$ cat src/hw/rtl/bsrf_pkg.sv
// Package for the beeper sample resampler filter: widths, filter constants,
// parameter defaults and the sequencer's ALU operation type. No dependencies.

package bsrf_pkg;

    // Port field widths
    localparam int TICK_W   = 32;
    localparam int DAC_W    = 8;
    localparam int PERIOD_W = 24;
    localparam int SAMPLE_W = 16;

    // Parameter defaults
    localparam int MAX_BURST_DEF     = 64;
    localparam int FRACTION_BITS_DEF = 8;

    // Sample period after reset, ticks per sample in Q16.8
    localparam logic [PERIOD_W-1:0] PERIOD_RESET = 24'd69659;
    // Fraction bits of the period as written
    localparam int PERIOD_FRAC = 8;

    // Mix: speaker weight and DAC byte position
    localparam int                  MIX_W     = 16;
    localparam logic [MIX_W-1:0]    SPK_MIX   = 16'h7fff;
    localparam int                  DAC_SHIFT = 4;

    // Filter state, Q.8 sample units
    localparam int POLE_W      = 26;
    localparam int POLE_FRAC   = 8;
    localparam int DQ_W        = MIX_W + POLE_FRAC;
    // Difference terms stay within 28 signed bits
    localparam int DIFF_W      = 28;

    // Smoother coefficient 1/4 as a shift
    localparam int SMOOTH_SHIFT = 2;

    // Output pole coefficient 0.4 in Q0.16
    localparam int               COEF_W     = 15;
    localparam logic [COEF_W-1:0] COEF_OUT  = 15'd26214;
    localparam int               COEF_SHIFT = 16;
    localparam int               PROD_W     = DIFF_W + COEF_W + 1;

    // Shared adder operation
    typedef enum logic {
        ALU_ADD = 1'b0,
        ALU_SUB = 1'b1
    } alu_op_t;

endpackage

$ cat src/hw/rtl/bsrf_if.sv
// Handshake channels of the beeper sample resampler filter: input word
// and result word. Depends on bsrf_pkg for the field widths.

interface bsrf_in_if;
    logic                         valid;
    logic                         ready;
    logic [bsrf_pkg::TICK_W-1:0]  tick_count;
    logic                         speaker_level;
    logic [bsrf_pkg::DAC_W-1:0]   dac_byte;

    modport source (output valid, output tick_count, output speaker_level,
                    output dac_byte, input ready);
    modport sink   (input valid, input tick_count, input speaker_level,
                    input dac_byte, output ready);
endinterface

interface bsrf_out_if;
    logic                                valid;
    logic                                ready;
    logic signed [bsrf_pkg::SAMPLE_W-1:0] sample;
    logic                                last_of_run;

    modport source (output valid, output sample, output last_of_run, input ready);
    modport sink   (input valid, input sample, input last_of_run, output ready);
endinterface

$ cat src/hw/rtl/bsrf_alu.sv
// Shared add/subtract unit of the beeper sample resampler filter.
// Depends on bsrf_pkg for the operation type.

module bsrf_alu #(
    parameter int ALU_W = 40
) (
    input  logic signed [ALU_W-1:0] a,
    input  logic signed [ALU_W-1:0] b,
    input  bsrf_pkg::alu_op_t       op,
    output logic signed [ALU_W-1:0] sum
);

    logic [ALU_W-1:0] b_eff;
    logic             carry_in;

    // Invert and add one for subtraction
    always_comb
    begin
        carry_in = (op == bsrf_pkg::ALU_SUB);
        b_eff    = carry_in ? ~b : b;
        sum      = a + $signed(b_eff) + $signed({{(ALU_W-1){1'b0}}, carry_in});
    end

endmodule

$ cat src/hw/rtl/beeper_sample_resampler_filter_core.sv
// Top level of the beeper sample resampler filter: sequencer, filter state
// and output register. Depends on bsrf_pkg, bsrf_if and bsrf_alu.

// Each input word brings the tick counter and the present speaker and DAC
// levels. The block emits one filtered 16-bit sample for every output
// sample period that the tick counter has passed, up to MAX_BURST samples
// per word; remaining lag is worked off by later words. All arithmetic runs
// through one shared adder under a sequencer, plus one registered constant
// multiply: a word passes the idle state and a due check, and each sample
// adds seven filter/time steps and a further due check, and the result side
// may hold off a finished word. The input side is ready only while the
// sequencer is idle. The last sample of a word carries last_of_run. The user
// is to write sample_period through cfg_write and cfg_data only while the block is
// idle, which the block itself does not enforce; it then takes effect on the next word.

module beeper_sample_resampler_filter_core #(
    parameter int MAX_BURST     = bsrf_pkg::MAX_BURST_DEF,
    parameter int FRACTION_BITS = bsrf_pkg::FRACTION_BITS_DEF
) (
    input  logic                           clk,
    input  logic                           rst_n,
    input  logic                           cfg_write,
    input  logic [bsrf_pkg::PERIOD_W-1:0]  cfg_data,
    bsrf_in_if.sink                        item,
    bsrf_out_if.source                     result
);

    localparam int TIME_W = bsrf_pkg::TICK_W + FRACTION_BITS;
    localparam int ALU_W  = (TIME_W > bsrf_pkg::DIFF_W) ? TIME_W : bsrf_pkg::DIFF_W;
    localparam int PW     = bsrf_pkg::PERIOD_W + FRACTION_BITS;
    localparam int CNT_W  = $clog2(MAX_BURST + 1);
    localparam int QW     = bsrf_pkg::POLE_W - bsrf_pkg::POLE_FRAC;
    localparam logic signed [ALU_W-1:0] POLE_HI = ALU_W'(2**(bsrf_pkg::POLE_W-1) - 1);
    localparam logic signed [ALU_W-1:0] POLE_LO = -POLE_HI - ALU_W'(1);
    localparam logic signed [QW-1:0]    Q_HI    = QW'(2**(bsrf_pkg::SAMPLE_W-1) - 1);
    localparam logic signed [QW-1:0]    Q_LO    = -Q_HI - QW'(1);

    typedef enum logic [3:0] {
        S_IDLE,
        S_CHECK,
        S_SM_DIFF,
        S_SM_ACC,
        S_OP_DIFF1,
        S_OP_DIFF2,
        S_OP_MUL,
        S_OP_ACC,
        S_ADVANCE
    } state_t;

    // Control and filter state
    state_t                                state_reg;
    logic [CNT_W-1:0]                      cnt_reg;
    logic                                  pend_reg;
    logic                                  out_valid_reg;
    logic [bsrf_pkg::PERIOD_W-1:0]         period_reg;
    logic [TIME_W-1:0]                     ntime_reg;
    logic signed [bsrf_pkg::POLE_W-1:0]    smooth_reg;
    logic signed [bsrf_pkg::POLE_W-1:0]    opole_reg;

    // Payload
    logic [bsrf_pkg::TICK_W-1:0]           ticks_reg;
    logic signed [bsrf_pkg::DQ_W-1:0]      dq_reg;
    logic signed [ALU_W-1:0]               tmp_reg;
    logic signed [bsrf_pkg::PROD_W-1:0]    prod_reg;
    logic signed [bsrf_pkg::SAMPLE_W-1:0]  pend_sample_reg;
    logic signed [bsrf_pkg::SAMPLE_W-1:0]  out_sample_reg;
    logic                                  out_last_reg;

    // Datapath signals
    logic signed [ALU_W-1:0]               alu_a;
    logic signed [ALU_W-1:0]               alu_b;
    bsrf_pkg::alu_op_t                     alu_op;
    logic signed [ALU_W-1:0]               alu_sum;
    logic signed [ALU_W-1:0]               pole_clamped;
    logic [TIME_W-1:0]                     now;
    logic [TIME_W-1:0]                     diff;
    logic [PW-1:0]                         period_wide;
    logic [TIME_W-1:0]                     step;
    logic                                  due;
    logic                                  go;
    logic                                  out_free;
    logic                                  load_out;
    logic [bsrf_pkg::MIX_W-1:0]            mix;
    logic signed [bsrf_pkg::POLE_W-1:0]    q_bias;
    logic signed [QW-1:0]                  q_full;
    logic signed [bsrf_pkg::SAMPLE_W-1:0]  q_sat;
    logic signed [bsrf_pkg::PROD_W-bsrf_pkg::COEF_SHIFT-1:0] prod_shifted;
    logic signed [bsrf_pkg::DIFF_W-1:0]    tmp_narrow;

    // Mix the speaker and DAC, wrapping to 16 bits
    assign mix = (item.speaker_level ? bsrf_pkg::SPK_MIX : '0)
               + {{(bsrf_pkg::MIX_W - bsrf_pkg::DAC_W - bsrf_pkg::DAC_SHIFT){1'b0}},
                  item.dac_byte, {bsrf_pkg::DAC_SHIFT{1'b0}}};

    // Rescale the period to the time fraction format
    assign period_wide = {period_reg, {FRACTION_BITS{1'b0}}};
    assign step        = TIME_W'(period_wide[PW-1:bsrf_pkg::PERIOD_FRAC]);
    assign now         = {ticks_reg, {FRACTION_BITS{1'b0}}};

    // Select shared adder operands per step
    always_comb
    begin
        alu_a  = '0;
        alu_b  = '0;
        alu_op = bsrf_pkg::ALU_ADD;
        case (state_reg)
            S_CHECK:
            begin
                alu_a  = ALU_W'(now);
                alu_b  = ALU_W'(ntime_reg);
                alu_op = bsrf_pkg::ALU_SUB;
            end
            S_SM_DIFF, S_OP_DIFF1:
            begin
                alu_a  = ALU_W'(dq_reg);
                alu_b  = ALU_W'(smooth_reg);
                alu_op = bsrf_pkg::ALU_SUB;
            end
            S_SM_ACC:
            begin
                alu_a  = ALU_W'(smooth_reg);
                alu_b  = tmp_reg >>> bsrf_pkg::SMOOTH_SHIFT;
            end
            S_OP_DIFF2:
            begin
                alu_a  = tmp_reg;
                alu_b  = ALU_W'(opole_reg);
                alu_op = bsrf_pkg::ALU_SUB;
            end
            S_OP_ACC:
            begin
                alu_a  = ALU_W'(opole_reg);
                alu_b  = ALU_W'(prod_shifted);
            end
            S_ADVANCE:
            begin
                alu_a  = ALU_W'(ntime_reg);
                alu_b  = ALU_W'(step);
            end
            default:
            begin
                alu_a  = '0;
                alu_b  = '0;
            end
        endcase
    end

    bsrf_alu #(
        .ALU_W (ALU_W)
    ) u_alu (
        .a   (alu_a),
        .b   (alu_b),
        .op  (alu_op),
        .sum (alu_sum)
    );

    // Due test on the wrapped time difference, and pole saturation
    always_comb
    begin
        diff         = alu_sum[TIME_W-1:0];
        due          = (|diff) && !diff[TIME_W-1];
        go           = due && (cnt_reg < CNT_W'(MAX_BURST));
        out_free     = !out_valid_reg || result.ready;
        load_out     = (state_reg == S_CHECK) && pend_reg && out_free;
        prod_shifted = prod_reg[bsrf_pkg::PROD_W-1:bsrf_pkg::COEF_SHIFT];
        tmp_narrow   = tmp_reg[bsrf_pkg::DIFF_W-1:0];
        if (alu_sum > POLE_HI)
            pole_clamped = POLE_HI;
        else if (alu_sum < POLE_LO)
            pole_clamped = POLE_LO;
        else
            pole_clamped = alu_sum;
    end

    // Truncate the output pole toward zero and saturate to 16 bits
    always_comb
    begin
        q_bias = opole_reg + (opole_reg[bsrf_pkg::POLE_W-1]
                 ? bsrf_pkg::POLE_W'((2**bsrf_pkg::POLE_FRAC) - 1) : '0);
        q_full = QW'(q_bias >>> bsrf_pkg::POLE_FRAC);
        if (q_full > Q_HI)
            q_sat = Q_HI[bsrf_pkg::SAMPLE_W-1:0];
        else if (q_full < Q_LO)
            q_sat = Q_LO[bsrf_pkg::SAMPLE_W-1:0];
        else
            q_sat = q_full[bsrf_pkg::SAMPLE_W-1:0];
    end

    // Sequencer, filter state and output valid
    always_ff @(posedge clk or negedge rst_n)
    begin
        if (!rst_n)
        begin
            state_reg     <= S_IDLE;
            cnt_reg       <= '0;
            pend_reg      <= 1'b0;
            out_valid_reg <= 1'b0;
            period_reg    <= bsrf_pkg::PERIOD_RESET;
            ntime_reg     <= '0;
            smooth_reg    <= '0;
            opole_reg     <= '0;
        end
        else
        begin
            if (cfg_write)
                period_reg <= cfg_data;

            // Drop the result word once taken, unless a new one loads
            if (load_out)
                out_valid_reg <= 1'b1;
            else if (result.ready)
                out_valid_reg <= 1'b0;

            case (state_reg)
                S_IDLE:
                begin
                    if (item.valid)
                    begin
                        cnt_reg   <= '0;
                        pend_reg  <= 1'b0;
                        state_reg <= S_CHECK;
                    end
                end
                S_CHECK:
                begin
                    // Hold while a finished sample waits for the output slot
                    if (!pend_reg || out_free)
                    begin
                        pend_reg  <= 1'b0;
                        state_reg <= go ? S_SM_DIFF : S_IDLE;
                    end
                end
                S_SM_DIFF:  state_reg <= S_SM_ACC;
                S_SM_ACC:
                begin
                    smooth_reg <= pole_clamped[bsrf_pkg::POLE_W-1:0];
                    state_reg  <= S_OP_DIFF1;
                end
                S_OP_DIFF1: state_reg <= S_OP_DIFF2;
                S_OP_DIFF2: state_reg <= S_OP_MUL;
                S_OP_MUL:   state_reg <= S_OP_ACC;
                S_OP_ACC:
                begin
                    opole_reg <= pole_clamped[bsrf_pkg::POLE_W-1:0];
                    state_reg <= S_ADVANCE;
                end
                S_ADVANCE:
                begin
                    ntime_reg <= alu_sum[TIME_W-1:0];
                    cnt_reg   <= cnt_reg + CNT_W'(1);
                    pend_reg  <= 1'b1;
                    state_reg <= S_CHECK;
                end
                default:    state_reg <= S_IDLE;
            endcase
        end
    end

    // Payload registers
    always_ff @(posedge clk)
    begin
        if (state_reg == S_IDLE && item.valid)
        begin
            ticks_reg <= item.tick_count;
            dq_reg    <= $signed({mix, {bsrf_pkg::POLE_FRAC{1'b0}}});
        end
        if (state_reg == S_SM_DIFF || state_reg == S_OP_DIFF1 || state_reg == S_OP_DIFF2)
            tmp_reg <= alu_sum;
        if (state_reg == S_OP_MUL)
            prod_reg <= bsrf_pkg::PROD_W'(tmp_narrow)
                      * $signed({1'b0, bsrf_pkg::COEF_OUT});
        if (state_reg == S_ADVANCE)
            pend_sample_reg <= q_sat;
        if (load_out)
        begin
            out_sample_reg <= pend_sample_reg;
            out_last_reg   <= !go;
        end
    end

    assign item.ready         = (state_reg == S_IDLE);
    assign result.valid       = out_valid_reg;
    assign result.sample      = out_sample_reg;
    assign result.last_of_run = out_last_reg;

endmodule

$ cat src/flat_wrapper.sv
// flat-port wrapper written by rule: the top's interface ports become plain ports
module beeper_sample_resampler_filter_core_flat 
#(
    parameter int MAX_BURST     = bsrf_pkg::MAX_BURST_DEF,
    parameter int FRACTION_BITS = bsrf_pkg::FRACTION_BITS_DEF
)
  (clk, rst_n, cfg_write, cfg_data, item_valid, item_tick_count, item_speaker_level, item_dac_byte, item_ready, result_valid, result_sample, result_last_of_run, result_ready);
  bsrf_in_if item_i ();
  bsrf_out_if result_i ();
  input  logic clk;
  input  logic rst_n;
  input  logic cfg_write;
  input  logic [bsrf_pkg::PERIOD_W-1:0] cfg_data;
  input wire logic [$bits(item_i.valid)-1:0] item_valid;
  input wire logic [$bits(item_i.tick_count)-1:0] item_tick_count;
  input wire logic [$bits(item_i.speaker_level)-1:0] item_speaker_level;
  input wire logic [$bits(item_i.dac_byte)-1:0] item_dac_byte;
  output wire logic [$bits(item_i.ready)-1:0] item_ready;
  output wire logic [$bits(result_i.valid)-1:0] result_valid;
  output wire logic [$bits(result_i.sample)-1:0] result_sample;
  output wire logic [$bits(result_i.last_of_run)-1:0] result_last_of_run;
  input wire logic [$bits(result_i.ready)-1:0] result_ready;
  assign item_i.valid = item_valid;
  assign item_i.tick_count = item_tick_count;
  assign item_i.speaker_level = item_speaker_level;
  assign item_i.dac_byte = item_dac_byte;
  assign item_ready = item_i.ready;
  assign result_valid = result_i.valid;
  assign result_sample = result_i.sample;
  assign result_last_of_run = result_i.last_of_run;
  assign result_i.ready = result_ready;
  beeper_sample_resampler_filter_core #(.MAX_BURST(MAX_BURST), .FRACTION_BITS(FRACTION_BITS)) u_core (.clk(clk), .rst_n(rst_n), .cfg_write(cfg_write), .cfg_data(cfg_data), .item(item_i), .result(result_i));
endmodule
$ cat config.mk
export PLATFORM = sky130hd
export DESIGN_NAME = beeper_sample_resampler_filter_core_flat
export DESIGN_NICKNAME = d
export VERILOG_FILES = /design/src/hw/rtl/bsrf_pkg.sv /design/src/hw/rtl/bsrf_if.sv /design/src/hw/rtl/bsrf_alu.sv /design/src/hw/rtl/beeper_sample_resampler_filter_core.sv /design/src/flat_wrapper.sv
export SDC_FILE = /design/constraint.sdc
export NUM_CORES = 1
export LEC_CHECK = 0
export ABC_AREA = 1
export ABC_CLOCK_PERIOD_IN_PS = 9900
export BUFFER_PORTS_ARGS = -buffer_cell sky130_fd_sc_hd__buf_2
export CORE_ASPECT_RATIO = 2
export CORE_MARGIN = 8
export CORE_UTILIZATION = 45
export CTS_BUF_LIST = sky130_fd_sc_hd__clkbuf_4 sky130_fd_sc_hd__clkbuf_8
export DETAILED_ROUTE_END_ITERATION = 8
export RECOVER_POWER = 50
export SETUP_SLACK_MARGIN = 0.15
export SYNTH_ARGS = -nofsm -noshare
export SYNTH_HDL_FRONTEND = slang
export SYNTH_SLANG_ARGS = --single-unit
$ cat constraint.sdc
create_clock -name clk -period 9.9 [get_ports clk]
set_clock_uncertainty 0.1 [all_clocks]
set_input_delay 0.495 -clock clk [delete_from_list [all_inputs] [get_ports clk]]
set_output_delay 0.495 -clock clk [all_outputs]
set_load 0.05 [all_outputs]
==> impl_metrics.ini <==
[synthesis]
syn_area_um2 = 23300
async_reset_ff_share_pct = 46.9
synth.most_common_cell = nand2_1
ys_ff_latch = 275
yosysSeqAreaShare_pct = 32.7
netlist_instances = 2734
post-synth-top-area-cell = edfxtp_1
synth_enable_flop_cells = 146
yosys-top-cells-area = edfxtp_1, fa_1, dfrtp_1
synth_nets = 3142
synth_warnings = 0
syn-mean-instance-area_um2 = 8.51
synth_flop_cell = edfxtp_1
yosysUniqueCellTypes = 60
synth_common_cells = nand2_1, inv_1, ha_1, fa_1, nor2_1
synth_top_cell_area_share_pct = 18.8

[placed_design]
gp_congestion = 1.02
placed_cell_area_um2 = 24500
portBuffers = 88
dpl.hpwl_um = 71800

[sta]
worst_hold_slack_ns = 0.0328
worst_slew_pin_slew_ns = 4.21
timing.final.crit_period_ns = 8.01
rsz0062_at_grt = false
fin_setup_tns_ns = 0
setup_violations = 0
maxSlewViolCount = 321
hold_viol = 0
slew-limit-headroom_pct = -181
fmax_mhz = 125
finalCritPeriodShare_pct = 80.9

[cts]
cts.path.max_buffers = 3
cts.clk_slew.worst_paths_ns = 0.07
cts_made_buffers = 43
cts_root_buf = clkbuf_8
clk_latency_ns = 0.63
cts_sinks = 275
cts_tree = done
htreeDepth = 2

[global_route]
gr-total-overflow = 0
grt_max_degree = 68
antenna_found_initial = 3
grt_pass1_vias = 21100
grt_pass1_wl_um = 131000
track_usage_pct = 30.0

[die]
dieArea_um2 = 59700
num_rows = 118
io_pins = 89
die_h_um = 338
initial_core_util_pct = 45.2
coreArea_um2 = 51500
die_w_um = 177

[setup_path]
critPathLaunchType = register
startpoint = u_core.state_reg[1]
crit_type = register to register
slowest_delay_ns = 1.55
crit_buf_inv = 5
crit_path_end_kind = register
cp_common_cell = nand2_1
r2r_start = u_core.state_reg[1]
cp_max_fo = 26
worst_ep_arrival_time_ns = 8.39
cp_top_family = simple AND/OR/NAND/NOR gates
critPathRequiredTime_ns = 10.28
critPathSlowestCell = clkbuf_1

[cells_and_area]
seqCellArea_um2 = 7620
fin_area_um2 = 25800
fill_cells = 5006
multi_input_area_um2 = 13500
syn2layout_area_growth_pct = 10.7
nets = 3280
drive_above_1_share_pct = 8.09

[status]
violations = max-capacitance violations, max-slew violations
outcome = finished, violations left

[routing]
postRouteAntennaNets = 0
firstDrtPassIters = 6
drc = 0
wl_per_cell_um = 25.0
drt-initial-drc-count = 1531
routed-via-count = 20000
viasPerCell = 5.59
finalWirelength_um = 89300

[hold_path]
hold_class = input pin to register
min_from = cfg_data[22]

[job]
cap_violations = 7
==> worst register-to-register path, delay by kind of cell (launching register included) <==
kind / cells / cell delay, ns
adder cells (fa/ha/maj): 1 / 0.44
buffers and inverters: 5 / 2.29
AO/OA/AOI/OAI: 2 / 0.56
XOR/XNOR: 1 / 0.32
AND/OR/NAND/NOR: 16 / 3.70
flip-flops: 1 / 0.46
==> cell families (layout without fill, tap and decap cells) <==
| logic type | Yosys count | in the layout | synth area share (%) |
|---|---|---|---|
| AND/OR/NAND/NOR | 964 | 964 | 17.2 |
| buffers and inverters | 562 | 733 | 9.21 |
| AO/OA/AOI/OAI | 471 | 471 | 12.6 |
| adder cells (fa/ha/maj) | 339 | 339 | 23.3 |
| flip-flops | 275 | 275 | 32.7 |
| XOR/XNOR | 107 | 107 | 4.14 |
| multiplexers | 16 | 16 | 0.774 |
| other | 0 | 2 | 0 |
==> placed cells by master, fill, tap and decap left out, types with 25 or more instances in the layout <==
cell type,instances
o22ai_1,32
buf_2,63
a221oi_1,42
o21ai_0,140
dfrtp_1,123
fa_1,158
nand2_1,633
nor2_1,158
a21oi_1,133
nand4_1,28
nor3_1,25
dlygate4sd3_1,44
clkbuf_8,49
edfxtp_1,146
xor2_1,74
clkbuf_1,30
nand3_1,65
ha_1,180
inv_1,483
xnor2_1,31
==> through the flow <==
stage                     setup slack [ns]  util [%]  instances
after detailed placement              2.67      47.5       3443
after global placement                2.60      47.5       3443
after global routing                  1.57      50.0       3566
after floorplan                       4.01         -       2734
after CTS                             2.63      50.2       3565
final                                 1.89      50.0       3567
==> per-layer routing <==
| layer | wire [um] | global-route usage, % | vias up |
|---|---|---|---|
| met2 | 46800 | 55.6 | 743 |
| met1 | 28800 | 28.5 | 9679 |
| li1 | - | - | 9256 |
| met4 | 9640 | 27.3 | 0 |
| met3 | 3970 | 2.95 | 279 |
| met5 | 0 | 0 | - |
==> path summary, 6_finish.rpt <==
path | to | slack (ns) | cells past startpoint
min in group asynchronous | u_core.ntime_reg[4] | 1.80 | 2
hold / removal | u_core.period_reg[22] | 0.03 | 2
max in group asynchronous | u_core.smooth_reg[19] | 2.83 | 3
hold reg to reg | u_core.result.sample[12] | 0.32 | 0
setup reg to reg | u_core.smooth_reg[19] | 1.89 | 25
setup / recovery | u_core.smooth_reg[19] | 1.89 | 25
==> layout make-up <==
type / instances / share of cell area, %
sequential: 275 / 29.6
clock buffer: 58 / 2.88
multi-input combinational: 1897 / 52.4
inverter: 495 / 7.21
tap: 660 / 3.20
antenna: 2 / 0.0194
timing repair buffer: 160 / 4.04
clock inverter: 20 / 0.680
==> repair_timing <==
item	CTS	global route
setup buffers	0	0
hold endpoints to repair	107	0
hold buffers	44	0
gates resized for setup	0	0
Power is not shown: default switching activity piles up to over one toggle a cycle in this logic, so the estimate is an artifact.
